$ cat config.mk
export PLATFORM = sky130hd
export DESIGN_NAME = svm_ctrl
export DESIGN_NICKNAME = d
export VERILOG_FILES = /design/src/svm_pkg.sv /design/src/svm_ctrl.sv
export SDC_FILE = /design/constraint.sdc
export NUM_CORES = 1
export LEC_CHECK = 0
export BUFFER_PORTS_ARGS = -buffer_cell sky130_fd_sc_hd__buf_4
export CAP_MARGIN = 20
export CORE_MARGIN = 2
export CORE_UTILIZATION = 44
export CTS_BUF_LIST = sky130_fd_sc_hd__clkbuf_16
export DETAILED_ROUTE_END_ITERATION = 12
export PLACE_DENSITY = 0.68
export RECOVER_POWER = 25
export SLEW_MARGIN = 20
export SYNTH_ARGS = -nofsm -noshare
export SYNTH_HDL_FRONTEND = slang
export SYNTH_SLANG_ARGS = --single-unit
$ cat constraint.sdc
create_clock -name clk -period 1.3 [get_ports clk]
set_input_delay 0.065 -clock clk [delete_from_list [all_inputs] [get_ports clk]]
set_output_delay 0.065 -clock clk [all_outputs]
set_load 0.02 [all_outputs]
$ cat src/svm_pkg.sv
`timescale 1ns / 1ps
// ----------------------------------------------------------------------------
// svm_pkg: shared types and codes for the sprite VM instruction executor
// Sequencer step codes, long-operation kinds, item modes and the
// controller/datapath command and status structs.
// ----------------------------------------------------------------------------
package svm_pkg;

	localparam int ADDR_W    = 12;
	localparam int MEM_BYTES = 4096;

	// sequencer steps (controller state codes, also the datapath command)
	localparam logic [4:0] U_CLR    = 5'd0;
	localparam logic [4:0] U_IDLE   = 5'd1;
	localparam logic [4:0] U_RDX    = 5'd2;
	localparam logic [4:0] U_RDY    = 5'd3;
	localparam logic [4:0] U_EXEC   = 5'd4;
	localparam logic [4:0] U_FLAG   = 5'd5;
	localparam logic [4:0] U_BCD    = 5'd6;
	localparam logic [4:0] U_STO_RD = 5'd7;
	localparam logic [4:0] U_STO_WR = 5'd8;
	localparam logic [4:0] U_LD_RD  = 5'd9;
	localparam logic [4:0] U_LD_WR  = 5'd10;
	localparam logic [4:0] U_DR_MEM = 5'd11;
	localparam logic [4:0] U_DR_RD0 = 5'd12;
	localparam logic [4:0] U_DR_RD1 = 5'd13;
	localparam logic [4:0] U_DR_WR0 = 5'd14;
	localparam logic [4:0] U_DR_WR1 = 5'd15;
	localparam logic [4:0] U_DONE   = 5'd16;

	// follow-up work after the execute step
	localparam logic [2:0] K_DONE = 3'd0;
	localparam logic [2:0] K_FLAG = 3'd1;
	localparam logic [2:0] K_BCD  = 3'd2;
	localparam logic [2:0] K_STO  = 3'd3;
	localparam logic [2:0] K_LD   = 3'd4;
	localparam logic [2:0] K_DRAW = 3'd5;
	localparam logic [2:0] K_CLR  = 3'd6;

	localparam logic [1:0] MODE_EXEC = 2'd0;
	localparam logic [1:0] MODE_LOAD = 2'd1;
	localparam logic [1:0] MODE_TICK = 2'd2;
	localparam logic [1:0] MODE_READ = 2'd3;

	typedef struct packed {
		logic [4:0] uop;
		logic       accept;
	} cmd_t;

	typedef struct packed {
		logic [2:0] kind;
		logic       loop_last;
		logic       row_ok;
		logic       clr_last;
	} sts_t;

endpackage

$ cat src/svm_ctrl.sv
`timescale 1ns / 1ps
// ----------------------------------------------------------------------------
// svm_ctrl: sequencer for the sprite VM executor
// Steps each item through operand reads, execute and any multi-cycle tail.
// ----------------------------------------------------------------------------
module svm_ctrl (
	input  logic         clk,
	input  logic         arst_n,
	input  logic         start,
	input  svm_pkg::sts_t sts,
	output svm_pkg::cmd_t cmd,
	output logic         busy,
	output logic         done
);
	import svm_pkg::*;

	logic [4:0] state_q, state_d;
	logic       boot_q;

	always_ff @(posedge clk or negedge arst_n) begin
		if (!arst_n) begin
			state_q <= U_CLR;
			boot_q  <= 1'b1;
		end else begin
			state_q <= state_d;
			if (state_q == U_CLR && sts.clr_last) begin
				boot_q <= 1'b0;
			end
		end
	end

	always_comb begin
		state_d = state_q;
		unique case (state_q)
			U_CLR: begin
				if (sts.clr_last) state_d = boot_q ? U_IDLE : U_DONE;
			end
			U_IDLE: begin
				if (start) state_d = U_RDX;
			end
			U_RDX:  state_d = U_RDY;
			U_RDY:  state_d = U_EXEC;
			U_EXEC: begin
				case (sts.kind)
					K_FLAG:  state_d = U_FLAG;
					K_BCD:   state_d = U_BCD;
					K_STO:   state_d = U_STO_RD;
					K_LD:    state_d = U_LD_RD;
					K_DRAW:  state_d = U_DR_MEM;
					K_CLR:   state_d = U_CLR;
					default: state_d = U_DONE;
				endcase
			end
			U_FLAG: state_d = U_DONE;
			U_BCD: begin
				if (sts.loop_last) state_d = U_DONE;
			end
			U_STO_RD: state_d = U_STO_WR;
			U_STO_WR: state_d = sts.loop_last ? U_DONE : U_STO_RD;
			U_LD_RD:  state_d = U_LD_WR;
			U_LD_WR:  state_d = sts.loop_last ? U_DONE : U_LD_RD;
			U_DR_MEM: state_d = sts.row_ok ? U_DR_RD0 : U_FLAG;
			U_DR_RD0: state_d = U_DR_RD1;
			U_DR_RD1: state_d = U_DR_WR0;
			U_DR_WR0: state_d = U_DR_WR1;
			U_DR_WR1: state_d = U_DR_MEM;
			U_DONE:   state_d = U_IDLE;
			default:  state_d = U_IDLE;
		endcase
	end

	assign busy       = state_q != U_IDLE;
	assign done       = state_q == U_DONE;
	assign cmd.uop    = state_q;
	assign cmd.accept = start && state_q == U_IDLE;

endmodule

Word level (Yosys, flattened, before mapping)
Index checks and enable logic that the tools add are counted.
{"block": "classes", "n_addsub": 0, "multipliers": 0, "div_mod_pow": 0, "order_cmp": 0, "eq_ne": 26, "shift": 0, "mux": 9, "n_bitwise": 0, "n_reduce_logical": 4}
{"cell": "$pmux 5 s16", "count": 1}
{"cell": "$eq 5x4->1 const B", "count": 8}
{"cell": "$mux 5", "count": 6}
{"cell": "$pmux 5 s6", "count": 1}
{"cell": "$eq 5x3->1 const B", "count": 4}
{"cell": "$eq 5x2->1 const B", "count": 2}
{"cell": "$eq 3x3->1 const B", "count": 3}
{"cell": "$eq 3x2->1 const B", "count": 2}
{"cell": "$ne 2x2->1 const B", "count": 3}
{"cell": "$eq 5x1->1 const B", "count": 1}
{"cell": "$eq 5x5->1 const B", "count": 1}
{"cell": "$logic_not 5->1", "count": 1}
{"cell": "$ne 5x1->1 const B", "count": 1}
{"cell": "$mux 4", "count": 1}
{"cell": "$eq 3x1->1 const B", "count": 1}
{"cell": "$reduce_and 3->1", "count": 1}
{"cell": "$logic_and 1x1->1", "count": 2}
{"block": "totals", "reg_bits": 6, "latchBits": 0, "ramBits": 0, "romBits": 0, "input_bits": 9, "output_inout_bits": 8, "elab_cells": 41, "n_memories": 0}

Longest topological paths before layout
Gate-level depths: netlist of run 1.
{"block": "logic_depth", "depth_word": 3, "mapped_depth": 6, "ltp_nobuf": 4}

Worst setup path after synthesis of run 1
Ideal clock, no wire load.
{"block": "synth_path", "kind": "register -> register", "start": "register state_q[4]", "end": "register state_q[1]", "setup_time_ns": 0.136, "arrival_ns": 1.248, "required_time_ns": 1.164, "setup_slack_ns": -0.084, "path_stages_with_launch": 6, "n_path_buf": 1, "synth_period_minus_slack_ns": 1.384, "cell_sequence": "dfrtp_1 -> buf_2 -> nor3_2 -> nand2_1 -> o211ai_1 -> a22oi_1"}
{"block": "synth_between", "elab_chain_len": 3, "elab_cells_between_ends": 21, "classes_between": "18 x eq/ne; 1 x mux; 2 x reduce/logical"}
{"item": "start, declared", "line": "svm_ctrl.sv:17", "source": "logic [4:0] state_q, state_d;"}
{"item": "start signal, assigned", "line": "svm_ctrl.sv:25", "source": "state_q <= state_d;"}
{"item": "$eq 5x3->1, or another cell as far along", "line": "svm_ctrl.sv:34", "source": "unique case (state_q)"}
{"item": "$ne 2x2->1 (no line)"}
{"item": "$reduce_and 3->1 (no line)"}
Several ways; a longest one is shown, not always the timed one.
A chain may end at the register's enable or synchronous reset.

==> flow_results.xml, run 1 <==
<?xml version="1.0" encoding="UTF-8"?>
<metrics>
  <group name="sta">
    <metric name="hold-worst-slack" unit="ps">-1.47</metric>
    <metric name="slew_headroom" unit="%">75.9</metric>
    <metric name="max_slew.worst_pin.slew" unit="ps">362</metric>
    <metric name="maxSlewViolCount" unit="">0</metric>
    <metric name="rsz0062_at_grt" unit="">true</metric>
    <metric name="fmaxAchievable" unit="GHz">0.719</metric>
    <metric name="worst_slack" unit="ps">-90.2</metric>
    <metric name="setup_violators_final" unit="">6</metric>
    <metric name="setup_total_negative_slack" unit="ps">-226</metric>
    <metric name="worst_clock_skew" unit="ps">0.789</metric>
    <metric name="final_min_period_over_clock_period" unit="%">107</metric>
    <metric name="hold_violations" unit="">1</metric>
    <metric name="final_period_minus_worst_setup_slack" unit="ps">1390</metric>
  </group>
  <group name="power">
    <metric name="pwr_density_cell" unit="nW/um^2">2260</metric>
    <metric name="p_total" unit="mW">2.25</metric>
    <metric name="power.leakage" unit="nW">0.451</metric>
    <metric name="vdd.ir_drop.worst" unit="mV">1.28</metric>
  </group>
  <group name="global_routing">
    <metric name="grt_antenna_before_repair" unit="">0</metric>
    <metric name="first_global_vias" unit="">631</metric>
    <metric name="first_pass_grt_wire_length" unit="mm">2.86</metric>
    <metric name="grt_remaining_overflow" unit="">0</metric>
    <metric name="groute.usage.overall" unit="%">26.4</metric>
    <metric name="maximum_number_of_pins_on_one_net_before_global_route_repair" unit="">14</metric>
  </group>
  <group name="setup_path">
    <metric name="critical_path.startpoint_type" unit="">flip-flop</metric>
    <metric name="cp-end-kind" unit="">output pin</metric>
    <metric name="worstSetupPathType" unit="">flip-flop to output pin</metric>
    <metric name="cp.buffers_inverters" unit="">1</metric>
    <metric name="cp_slowest_stage_delay" unit="ps">480</metric>
    <metric name="cpLargestDelayFamily" unit="">simple AND/OR/NAND/NOR gates</metric>
    <metric name="worst_path_max_delay_cell" unit="">sky130_fd_sc_hd__dfrtp_2</metric>
    <metric name="crit_fanout" unit="">13</metric>
    <metric name="arrival" unit="ps">1330</metric>
    <metric name="worstPathRequired" unit="ps">1240</metric>
    <metric name="cp_cell_sequence" unit="">and2b_2 -&gt; and3_4 -&gt; buf_6</metric>
  </group>
  <group name="place">
    <metric name="dp_slack" unit="ps">-7.35</metric>
    <metric name="dpl.cell_count" unit="">116</metric>
    <metric name="estimated_wirelength_of_the_detail_placed_design" unit="mm">1.29</metric>
    <metric name="postPlaceCellArea" unit="sq um">797</metric>
    <metric name="port_buffers" unit="">16</metric>
    <metric name="gp_routability_congestion" unit="">0.911</metric>
  </group>
  <group name="run_status">
    <metric name="run_status" unit="">complete, but fails checks</metric>
    <metric name="failing_checks" unit="">hold timing, setup timing</metric>
  </group>
  <group name="clocking">
    <metric name="h-tree-depth" unit="">1</metric>
    <metric name="numCtsBuffers" unit="">3</metric>
    <metric name="cts_num_sinks" unit="">6</metric>
    <metric name="cts.clk_slew.worst_paths" unit="ps">30</metric>
    <metric name="cts_tree" unit="">yes</metric>
    <metric name="cts.root.buffer_cell" unit="">sky130_fd_sc_hd__clkbuf_16</metric>
    <metric name="cts.path.max_buffers" unit="">2</metric>
    <metric name="clkLatencyLatePin" unit="ps">230</metric>
  </group>
  <group name="routing">
    <metric name="aggregate_routed_wire_length" unit="mm">1.96</metric>
    <metric name="detail_route.vias_per_cell" unit="">5.96</metric>
    <metric name="drt_pre_antenna_iters" unit="">4</metric>
    <metric name="drc" unit="">0</metric>
    <metric name="drtAntennaViolNets" unit="">0</metric>
    <metric name="wl_per_cell" unit="microns">15.2</metric>
    <metric name="first_iter_violations" unit="">51</metric>
    <metric name="num_vias" unit="">769</metric>
  </group>
  <group name="cells_and_area">
    <metric name="area.growth.synth_to_final" unit="%">67.2</metric>
    <metric name="stdcell_area" unit="sq um">996</metric>
    <metric name="n_antenna_cell" unit="">0</metric>
    <metric name="final_util" unit="%">77.5</metric>
    <metric name="layout.cells.non_filler" unit="">129</metric>
    <metric name="final_layout_size_suffix_gt1_share" unit="%">47.4</metric>
    <metric name="num-nets-final" unit="">124</metric>
  </group>
  <group name="die">
    <metric name="initial_utilization" unit="%">46.3</metric>
    <metric name="die_h" unit="microns">40.8</metric>
    <metric name="core_area" unit="sq um">1280</metric>
    <metric name="design.die.area" unit="sq um">1660</metric>
    <metric name="placementRows" unit="">13</metric>
    <metric name="die_width" unit="microns">40.8</metric>
    <metric name="design.portCount" unit="">17</metric>
  </group>
  <group name="logic_synthesis">
    <metric name="synth_seq_area_share" unit="%">25.4</metric>
    <metric name="syn-mean-instance-area" unit="sq um">7.44</metric>
    <metric name="post_synth_inst_count" unit="">80</metric>
    <metric name="synth.net_count" unit="">89</metric>
    <metric name="synthesis.yosys.warnings" unit="">0</metric>
    <metric name="count_of_state_elements_after_synthesis" unit="">6</metric>
    <metric name="post_synth_instance_area" unit="sq um">596</metric>
    <metric name="synth_cell_types" unit="">35</metric>
  </group>
  <group name="run">
    <metric name="max_cap_violations" unit="">0</metric>
  </group>
  <group name="hold_path">
    <metric name="timing.hold.worst.class" unit="">input pin to flip-flop</metric>
  </group>
</metrics>
final timing paths:
kind                                         from                      to  slack, ps  depth (start not counted)
min in group asynchronous                  arst_n  state_q[0]$_DFFE_PN0P_        260                          2
max                        state_q[1]$_DFFE_PN0P_                  cmd[0]        -90                          3
max reg2reg                state_q[1]$_DFFE_PN0P_  state_q[1]$_DFFE_PN0P_        -60                          4
min                                        sts[0]      boot_q$_DFFE_PN1P_         -1                          2
min reg2reg                    boot_q$_DFFE_PN1P_      boot_q$_DFFE_PN1P_        460                          2
max in group asynchronous                  arst_n      boot_q$_DFFE_PN1P_        740                          2
power by group:
part           internal, mW  total, mW  switching [mW]
logic                 0.713       1.37           0.657
registers             0.251      0.381           0.130
clock network         0.399      0.501           0.103
worst reg2reg max path: stages (launching register included):
cell and delay (ps):
sky130_fd_sc_hd__dfrtp_2 470, sky130_fd_sc_hd__nor3b_2 260, sky130_fd_sc_hd__nand3_1 190, sky130_fd_sc_hd__o211ai_1 190
sky130_fd_sc_hd__a22oi_1 110
area by class of cell:
| type | instances | area [sq um] |
|---|---|---|
| multi-input cells | 63 | 433 |
| repair buffers | 36 | 289 |
| fillers | 95 | 289 |
| flip-flops and latches | 6 | 158 |
| clock buffers | 3 | 75.1 |
| inverters | 5 | 18.8 |
| well taps | 15 | 18.8 |
| clock inverters | 1 | 3.75 |
per-layer routing:
metal,vias to the layer above,track usage (%),part of all wire (%)
met4,0,7.50,1.4
met3,4,9.78,9.6
met1,348,36.0,42
met5,-,0,0
met2,50,38.3,47
li1,367,-,-
synthesized netlist by cell type, drive strengths merged:
cell / n / area [sq um]
buf: 6 / 36.3
nand2: 6 / 22.5
nor2: 6 / 25.0
o21ai: 6 / 30.0
dfrtp: 5 / 125
inv: 5 / 18.8
nand2b: 5 / 31.3
nand3: 5 / 25.0
a31oi: 4 / 25.0
and3: 4 / 25.0
nor3: 4 / 25.0
a21oi: 2 / 10.0
a32oi: 2 / 17.5
o221ai: 2 / 17.5
or3: 2 / 12.5
a2111oi: 1 / 15.0
a211o: 1 / 8.76
a211oi: 1 / 7.51
a21o: 1 / 7.51
a22oi: 1 / 7.51
a2bb2oi: 1 / 8.76
and2b: 1 / 7.51
dfstp: 1 / 26.3
nand4: 1 / 6.26
nor3b: 1 / 7.51
o211ai: 1 / 7.51
o21a: 1 / 7.51
o21ba: 1 / 10.0
o21bai: 1 / 7.51
o22ai: 1 / 6.26
or2b: 1 / 7.51
state kept, by name, indices dropped and copies added (netlist names):
name and count:
state_q 5, boot_q 1
cells in the final DEF (no fill, tap or decap), types with 2 or more instances in the layout:
cell	n
sky130_fd_sc_hd__buf_4	27
sky130_fd_sc_hd__and3_1	3
sky130_fd_sc_hd__a32oi_1	2
sky130_fd_sc_hd__nor2_1	4
sky130_fd_sc_hd__dfrtp_2	5
sky130_fd_sc_hd__nor3_1	3
sky130_fd_sc_hd__nand3_1	5
sky130_fd_sc_hd__inv_1	5
sky130_fd_sc_hd__or3_1	2
sky130_fd_sc_hd__nand2b_1	5
sky130_fd_sc_hd__o21ai_0	5
sky130_fd_sc_hd__buf_6	6
sky130_fd_sc_hd__o221ai_1	2
sky130_fd_sc_hd__a31oi_1	4
sky130_fd_sc_hd__clkbuf_16	3
sky130_fd_sc_hd__nand2_1	5
cell families after synthesis:
group | after synthesis | share of synthesized area, %
flip-flops | 6 | 25.4
AO/OA/AOI/OAI | 27 | 32.6
buffers and inverters | 11 | 9.24
AND/OR/NAND/NOR | 36 | 32.8
timing repair:
action / in CTS / in global routing
gates cloned: 0 / 0
endpoints found under the setup margin: 5 / 8
hold endpoints to repair: 6 / 0
hold buffers: 1 / 0
setup buffers: 7 / 1
pin swaps: 1 / 0
resized for setup: 7 / 8
No activity file was read; power rests on OpenSTA's default activity.
==> inputs of run 2 (changes only) <==
--- a/config.mk
+++ b/config.mk
@@ -7,10 +7,13 @@
 export LEC_CHECK = 0
 export BUFFER_PORTS_ARGS = -buffer_cell sky130_fd_sc_hd__buf_4
 export CAP_MARGIN = 20
+export CELL_PAD_IN_SITES_DETAIL_PLACEMENT = 0
+export CELL_PAD_IN_SITES_GLOBAL_PLACEMENT = 1
 export CORE_MARGIN = 2
-export CORE_UTILIZATION = 44
+export CORE_UTILIZATION = 31
 export CTS_BUF_LIST = sky130_fd_sc_hd__clkbuf_16
 export DETAILED_ROUTE_END_ITERATION = 12
+export HOLD_SLACK_MARGIN = 0.06
 export PLACE_DENSITY = 0.68
 export RECOVER_POWER = 25
 export SLEW_MARGIN = 20
==> run 2 against run 1 <==
The run ends with setup timing left. Fmax barely moved. Sequential power decreased by 6.6%. Final cell count up 18%. Sequential share of layout area decreased by 2.5 points. Global-route usage is 5.6 points lower. Worst hold slack improved by 180 ps. Clock power grew 4.2%. Largest power group unchanged. Clock skew rose by 5.1 ps. Count of clock-buffer cells in the layout is the same. Combinational power increased by 25%. Non-clock buffer count increased by 13. Sequential cell count unchanged.
==> flow_results.xml, run 2 (same netlist as run 1, synthesis figures left out) <==
<?xml version="1.0" encoding="UTF-8"?>
<metrics>
  <group name="run_status">
    <metric name="run_status" unit="">complete, but fails checks</metric>
    <metric name="failing_checks" unit="">setup timing</metric>
  </group>
  <group name="cells_and_area">
    <metric name="fillers" unit="">151</metric>
    <metric name="num-nets-final" unit="">137</metric>
    <metric name="largest_register_ffs" unit="">5</metric>
    <metric name="layout.area.seq" unit="sq um">158</metric>
    <metric name="area.growth.synth_to_final" unit="%">98.7</metric>
    <metric name="final_layout_size_suffix_gt1_share" unit="%">59.1</metric>
    <metric name="most-common-layout-cells" unit="">sky130_fd_sc_hd__buf_4, sky130_fd_sc_hd__buf_6, sky130_fd_sc_hd__nand2_1, sky130_fd_sc_hd__inv_1, sky130_fd_sc_hd__dfrtp_2</metric>
    <metric name="total_area_of_multi_input_combinational_cells" unit="sq um">487</metric>
    <metric name="n_antenna_cell" unit="">0</metric>
    <metric name="layout_commonest_cell" unit="">sky130_fd_sc_hd__buf_4</metric>
    <metric name="registers.top_by_ff_count" unit="">state_q</metric>
    <metric name="final_util" unit="%">67.1</metric>
    <metric name="reg.largest.list" unit="">state_q x5, boot_q x1</metric>
    <metric name="stdcell_area" unit="sq um">1180</metric>
  </group>
  <group name="setup_path">
    <metric name="critical_path.startpoint_type" unit="">flip-flop</metric>
    <metric name="crit_fanout" unit="">7</metric>
    <metric name="cp_cell_sequence" unit="">and2b_2 -&gt; buf_4 -&gt; and3_4 -&gt; buf_6</metric>
    <metric name="worst_path_max_delay_cell" unit="">sky130_fd_sc_hd__dfrtp_2</metric>
    <metric name="rrSetupSlack" unit="ps">-80</metric>
    <metric name="startpoint_of_the_worst_register_to_register_path" unit="">state_q[3]$_DFFE_PN0P_</metric>
    <metric name="worstPathRequired" unit="ps">1240</metric>
    <metric name="cp-end-kind" unit="">output pin</metric>
    <metric name="r2r_cells" unit="">5</metric>
    <metric name="cp.buffers_inverters" unit="">2</metric>
    <metric name="arrival" unit="ps">1330</metric>
    <metric name="worstSetupPathType" unit="">flip-flop to output pin</metric>
    <metric name="cpLargestDelayFamily" unit="">flip-flops</metric>
    <metric name="cp_slowest_stage_delay" unit="ps">430</metric>
    <metric name="r2r_endpoint" unit="">state_q[1]$_DFFE_PN0P_</metric>
  </group>
  <group name="place">
    <metric name="estimated_wirelength_of_the_detail_placed_design" unit="mm">1.34</metric>
    <metric name="gp_routability_congestion" unit="">0.828</metric>
    <metric name="postPlaceCellArea" unit="sq um">840</metric>
    <metric name="dp_slack" unit="ps">-51.7</metric>
    <metric name="port_buffers" unit="">16</metric>
  </group>
  <group name="global_routing">
    <metric name="first_global_vias" unit="">703</metric>
    <metric name="maximum_number_of_pins_on_one_net_before_global_route_repair" unit="">9</metric>
    <metric name="grt_remaining_overflow" unit="">0</metric>
    <metric name="groute.usage.overall" unit="%">20.7</metric>
    <metric name="first_pass_grt_wire_length" unit="mm">3.22</metric>
    <metric name="grt_antenna_before_repair" unit="">0</metric>
  </group>
  <group name="clocking">
    <metric name="cts_num_sinks" unit="">6</metric>
    <metric name="cts_tree" unit="">yes</metric>
    <metric name="cts.clk_slew.worst_paths" unit="ps">40</metric>
    <metric name="cts.path.max_buffers" unit="">2</metric>
    <metric name="numCtsBuffers" unit="">3</metric>
    <metric name="h-tree-depth" unit="">1</metric>
    <metric name="cts.root.buffer_cell" unit="">sky130_fd_sc_hd__clkbuf_16</metric>
    <metric name="clkLatencyLatePin" unit="ps">240</metric>
  </group>
  <group name="sta">
    <metric name="worst_clock_skew" unit="ps">5.93</metric>
    <metric name="setup_violators_final" unit="">7</metric>
    <metric name="fmaxAchievable" unit="GHz">0.719</metric>
    <metric name="rsz0062_at_grt" unit="">true</metric>
    <metric name="worst_slack" unit="ps">-90.4</metric>
    <metric name="final_period_minus_worst_setup_slack" unit="ps">1390</metric>
    <metric name="final_min_period_over_clock_period" unit="%">107</metric>
    <metric name="hold-worst-slack" unit="ps">179</metric>
    <metric name="slew_headroom" unit="%">74.0</metric>
    <metric name="max_slew.worst_pin.slew" unit="ps">390</metric>
    <metric name="maxSlewViolCount" unit="">0</metric>
    <metric name="hold_violations" unit="">0</metric>
  </group>
  <group name="die">
    <metric name="core_area" unit="sq um">1760</metric>
    <metric name="die_width" unit="microns">47.8</metric>
    <metric name="design.die.area" unit="sq um">2290</metric>
    <metric name="initial_utilization" unit="%">33.8</metric>
    <metric name="placementRows" unit="">15</metric>
    <metric name="die_h" unit="microns">47.8</metric>
    <metric name="design.portCount" unit="">17</metric>
  </group>
  <group name="power">
    <metric name="pwr_density_cell" unit="nW/um^2">2180</metric>
    <metric name="vdd.ir_drop.worst" unit="mV">1.32</metric>
    <metric name="power.leakage" unit="nW">0.542</metric>
    <metric name="p_total" unit="mW">2.59</metric>
  </group>
  <group name="hold_path">
    <metric name="timing.hold.worst.class" unit="">input pin to flip-flop</metric>
    <metric name="worstHoldPathCells" unit="">3</metric>
    <metric name="worstHoldEndpoint" unit="">state_q[4]$_DFFE_PN0P_</metric>
    <metric name="holdCritStartpoint" unit="">sts[2]</metric>
  </group>
  <group name="routing">
    <metric name="aggregate_routed_wire_length" unit="mm">2.17</metric>
    <metric name="drt_pre_antenna_iters" unit="">4</metric>
    <metric name="drtAntennaViolNets" unit="">0</metric>
    <metric name="num_vias" unit="">804</metric>
    <metric name="drc" unit="">0</metric>
    <metric name="first_iter_violations" unit="">29</metric>
    <metric name="detail_route.vias_per_cell" unit="">5.29</metric>
    <metric name="wl_per_cell" unit="microns">14.3</metric>
  </group>
  <group name="run">
    <metric name="max_cap_violations" unit="">0</metric>
  </group>
</metrics>
==> run 2: power by group <==
part / internal (mW) / switching [mW]
registers: 0.251 / 0.106
logic: 0.921 / 0.786
clock network: 0.400 / 0.122
==> run 2: worst reg2reg max path: stages, from the launching register on <==
cell,delay (ps)
sky130_fd_sc_hd__dfrtp_2,450
sky130_fd_sc_hd__nor3_4,230
sky130_fd_sc_hd__buf_4,140
sky130_fd_sc_hd__nand2_2,40
sky130_fd_sc_hd__o211ai_1,270
sky130_fd_sc_hd__a22oi_1,120
==> run 2: worst max path at each step <==
stage                           start                endpoint  slack [ps]  depth (start not counted)
3_3_place_gp   state_q[2]$_DFFE_PN0P_  state_q[1]$_DFFE_PN0P_         -40                          4
6_report       state_q[1]$_DFFE_PN0P_                  cmd[0]         -90                          4
2_1_floorplan  state_q[0]$_DFFE_PN0P_  state_q[1]$_DFFE_PN0P_         -20                          5
4_1_cts        state_q[3]$_DFFE_PN0P_                  cmd[0]         -80                          4
3_5_place_dp   state_q[3]$_DFFE_PN0P_  state_q[0]$_DFFE_PN0P_         -50                          4
5_1_grt        state_q[2]$_DFFE_PN0P_  state_q[1]$_DFFE_PN0P_        -130                          5
==> run 2: repair_timing <==
item / 4_1_cts / 5_1_grt
setup endpoints to repair: 5 / 8
buffers inserted: 14 / 3
hold endpoints to repair: 7 / 0
hold buffers: 2 / 0
resized for setup: 18 / 13
pin swaps: 8 / 14
==> run 2: area by class of cell <==
cell class,count,share of cell area [%]
Multi-Input combinational cell,63,41.1
Tap cell,25,2.64
Clock buffer,3,6.34
Sequential cell,6,13.3
Clock inverter,1,0.317
Inverter,5,1.59
Timing Repair Buffer,49,34.7
==> run 2: metal layers <==
layer / wire (microns) / GRT usage (%)
met1: 905 / 28.8
met2: 1030 / 29.6
met3: 206 / 8.68
met4: 28 / 5.41
met5: 0 / 0
==> run 2: through the flow <==
stage / setup TNS [ps] / instances
floorplan: -22.8 / 80
global placement: -82.2 / 130
detailed placement: -83.8 / 130
CTS: -269 / 150
global route: -769 / 152
finish: -348 / 152
==> inputs of run 3 (changes only) <==
--- a/config.mk
+++ b/config.mk
@@ -9,7 +9,6 @@
 export CAP_MARGIN = 20
 export CELL_PAD_IN_SITES_DETAIL_PLACEMENT = 0
 export CELL_PAD_IN_SITES_GLOBAL_PLACEMENT = 1
-export CORE_MARGIN = 2
 export CORE_UTILIZATION = 31
 export CTS_BUF_LIST = sky130_fd_sc_hd__clkbuf_16
 export DETAILED_ROUTE_END_ITERATION = 12
==> run 3 against run 2 <==
Critical endpoint is now state_q[2]$_DFFE_PN0P_. Via count up 7.3%. The run still ends with setup timing left. Count of clock-buffer cells in the layout unchanged. Final area up 6.0%. First-iteration DRC count up 41%. Largest power group unchanged. Largest cell class unchanged.
==> flow_results.xml, run 3 (same netlist as run 1, synthesis figures left out) <==
<?xml version="1.0" encoding="UTF-8"?>
<metrics>
  <group name="sta">
    <metric name="max_slew.worst_pin.slew" unit="ps">369</metric>
    <metric name="hold_violations" unit="">0</metric>
    <metric name="rsz0062_at_grt" unit="">true</metric>
    <metric name="fmaxAchievable" unit="GHz">0.672</metric>
    <metric name="worst_slack" unit="ps">-188</metric>
    <metric name="setup_violators_final" unit="">8</metric>
    <metric name="slew_headroom" unit="%">75.4</metric>
    <metric name="final_min_period_over_clock_period" unit="%">114</metric>
    <metric name="worst_clock_skew" unit="ps">3.96</metric>
    <metric name="final_period_minus_worst_setup_slack" unit="ps">1490</metric>
    <metric name="maxSlewViolCount" unit="">0</metric>
  </group>
  <group name="place">
    <metric name="estimated_wirelength_of_the_detail_placed_design" unit="mm">1.36</metric>
    <metric name="dp_slack" unit="ps">-37.2</metric>
    <metric name="gp_routability_congestion" unit="">0.845</metric>
    <metric name="port_buffers" unit="">16</metric>
  </group>
  <group name="hold_path">
    <metric name="holdCritStartpoint" unit="">sts[3]</metric>
    <metric name="worstHoldPathCells" unit="">3</metric>
    <metric name="timing.hold.worst.class" unit="">input pin to flip-flop</metric>
  </group>
  <group name="die">
    <metric name="die_h" unit="microns">45.8</metric>
    <metric name="initial_utilization" unit="%">33.8</metric>
    <metric name="design.die.area" unit="sq um">2100</metric>
    <metric name="design.portCount" unit="">17</metric>
    <metric name="placementRows" unit="">15</metric>
    <metric name="die_width" unit="microns">45.8</metric>
    <metric name="core_area" unit="sq um">1760</metric>
  </group>
  <group name="clocking">
    <metric name="cts.path.max_buffers" unit="">2</metric>
    <metric name="h-tree-depth" unit="">1</metric>
    <metric name="cts.clk_slew.worst_paths" unit="ps">40</metric>
    <metric name="cts_tree" unit="">yes</metric>
    <metric name="cts.root.buffer_cell" unit="">sky130_fd_sc_hd__clkbuf_16</metric>
    <metric name="cts_num_sinks" unit="">6</metric>
    <metric name="numCtsBuffers" unit="">3</metric>
    <metric name="clkLatencyLatePin" unit="ps">230</metric>
  </group>
  <group name="global_routing">
    <metric name="grt_antenna_before_repair" unit="">0</metric>
    <metric name="groute.usage.overall" unit="%">23.9</metric>
    <metric name="maximum_number_of_pins_on_one_net_before_global_route_repair" unit="">8</metric>
    <metric name="first_global_vias" unit="">766</metric>
    <metric name="grt_remaining_overflow" unit="">0</metric>
    <metric name="first_pass_grt_wire_length" unit="mm">3.51</metric>
  </group>
  <group name="power">
    <metric name="pwr_density_cell" unit="nW/um^2">2160</metric>
    <metric name="power.leakage" unit="nW">0.571</metric>
    <metric name="vdd.ir_drop.worst" unit="mV">1.61</metric>
    <metric name="p_total" unit="mW">2.71</metric>
  </group>
  <group name="setup_path">
    <metric name="worstSetupPathType" unit="">flip-flop to flip-flop</metric>
    <metric name="worstPathRequired" unit="ps">1430</metric>
    <metric name="critical_path.startpoint_type" unit="">flip-flop</metric>
    <metric name="r2r_cells" unit="">6</metric>
    <metric name="cp-end-kind" unit="">flip-flop</metric>
    <metric name="startpoint_of_the_worst_register_to_register_path" unit="">state_q[1]$_DFFE_PN0P_</metric>
    <metric name="cp-startpoint" unit="">state_q[1]$_DFFE_PN0P_</metric>
    <metric name="crit_fanout" unit="">6</metric>
    <metric name="arrival" unit="ps">1620</metric>
  </group>
  <group name="routing">
    <metric name="aggregate_routed_wire_length" unit="mm">2.53</metric>
    <metric name="first_iter_violations" unit="">41</metric>
    <metric name="wl_per_cell" unit="microns">16.2</metric>
    <metric name="drtAntennaViolNets" unit="">0</metric>
    <metric name="drt_pre_antenna_iters" unit="">4</metric>
    <metric name="detail_route.vias_per_cell" unit="">5.53</metric>
    <metric name="num_vias" unit="">863</metric>
    <metric name="drc" unit="">0</metric>
  </group>
  <group name="cells_and_area">
    <metric name="area.growth.synth_to_final" unit="%">111</metric>
    <metric name="largest_register_ffs" unit="">5</metric>
    <metric name="fillers" unit="">141</metric>
    <metric name="final_layout_size_suffix_gt1_share" unit="%">63.4</metric>
    <metric name="registers.top_by_ff_count" unit="">state_q</metric>
    <metric name="total_area_of_multi_input_combinational_cells" unit="sq um">520</metric>
    <metric name="most-common-layout-cells" unit="">sky130_fd_sc_hd__buf_4, sky130_fd_sc_hd__buf_6, sky130_fd_sc_hd__nand2_1, sky130_fd_sc_hd__inv_1, sky130_fd_sc_hd__dfrtp_2</metric>
    <metric name="reg.largest.list" unit="">state_q x5, boot_q x1</metric>
    <metric name="n_antenna_cell" unit="">0</metric>
    <metric name="num-nets-final" unit="">141</metric>
    <metric name="layout_commonest_cell" unit="">sky130_fd_sc_hd__buf_4</metric>
    <metric name="layout.area.seq" unit="sq um">158</metric>
  </group>
  <group name="run">
    <metric name="max_cap_violations" unit="">0</metric>
  </group>
  <group name="run_status">
    <metric name="failing_checks" unit="">setup timing</metric>
    <metric name="run_status" unit="">complete, but fails checks</metric>
  </group>
</metrics>
## run 3: layout make-up
class                      instances  share of cell area [%]
multi-input combinational         63                    41.5
timing repair buffer              53                    35.7
sequential                         6                    12.6
clock buffer                       3                    5.98
tap                               25                    2.49
inverter                           5                    1.50
clock inverter                     1                   0.299
## run 3: critical path: stages (launching register included)
cell and delay (ps):
sky130_fd_sc_hd__dfrtp_2 470, sky130_fd_sc_hd__buf_6 150, sky130_fd_sc_hd__buf_4 130, sky130_fd_sc_hd__o21ba_2 210, sky130_fd_sc_hd__o21ai_2 130, sky130_fd_sc_hd__a21oi_2 80, sky130_fd_sc_hd__o221ai_1 210
## run 3: per-layer routing
layer	GRT usage [%]	wire [microns]	up-vias
met5	0	0	-
li1	-	-	401
met3	1.98	163	12
met2	37.1	1210	40
met4	14.1	98	0
met1	32.0	1060	410
## run 3: through the flow
step | setup TNS (ps) | utilization (%) | instance area, sq um | cells | hold WS [ps]
after floorplan | -22.8 | - | 619 | 80 | -231
after global placement | -70.6 | 46.3 | 817 | 127 | -119
after detailed placement | -66.2 | 46.3 | 817 | 127 | -121
after CTS | -401 | 62.3 | 1100 | 153 | 180
after global routing | -970 | 71.1 | 1250 | 156 | 247
final | -681 | 71.1 | 1250 | 156 | 232
## run 3: worst paths after layout
| check | slack [ps] | end |
|---|---|---|
| min in group asynchronous | 270 | state_q[3]$_DFFE_PN0P_ |
| worst max register to register | -190 | state_q[2]$_DFFE_PN0P_ |
| worst max-delay path | -190 | state_q[2]$_DFFE_PN0P_ |
| max in group asynchronous | 720 | boot_q$_DFFE_PN1P_ |
| worst min-delay path | 230 | state_q[2]$_DFFE_PN0P_ |
| worst min register to register | 450 | boot_q$_DFFE_PN1P_ |
## run 3: where the power goes
group / internal (mW) / switching [mW] / total [mW]
registers: 0.251 / 0.115 / 0.366
logic: 0.974 / 0.859 / 1.83
clock network: 0.400 / 0.116 / 0.516
total: 1.62 / 1.09 / 2.71
## run 3: timing repair
action                                 in CTS  in global routing
endpoints found under the hold margin       7                  0
pin swaps                                   5                 16
setup endpoints to repair                   6                  9
gates resized for setup                    12                 28
setup buffers                              20                  3
gates cloned                                0                  0
hold buffers                                2                  0
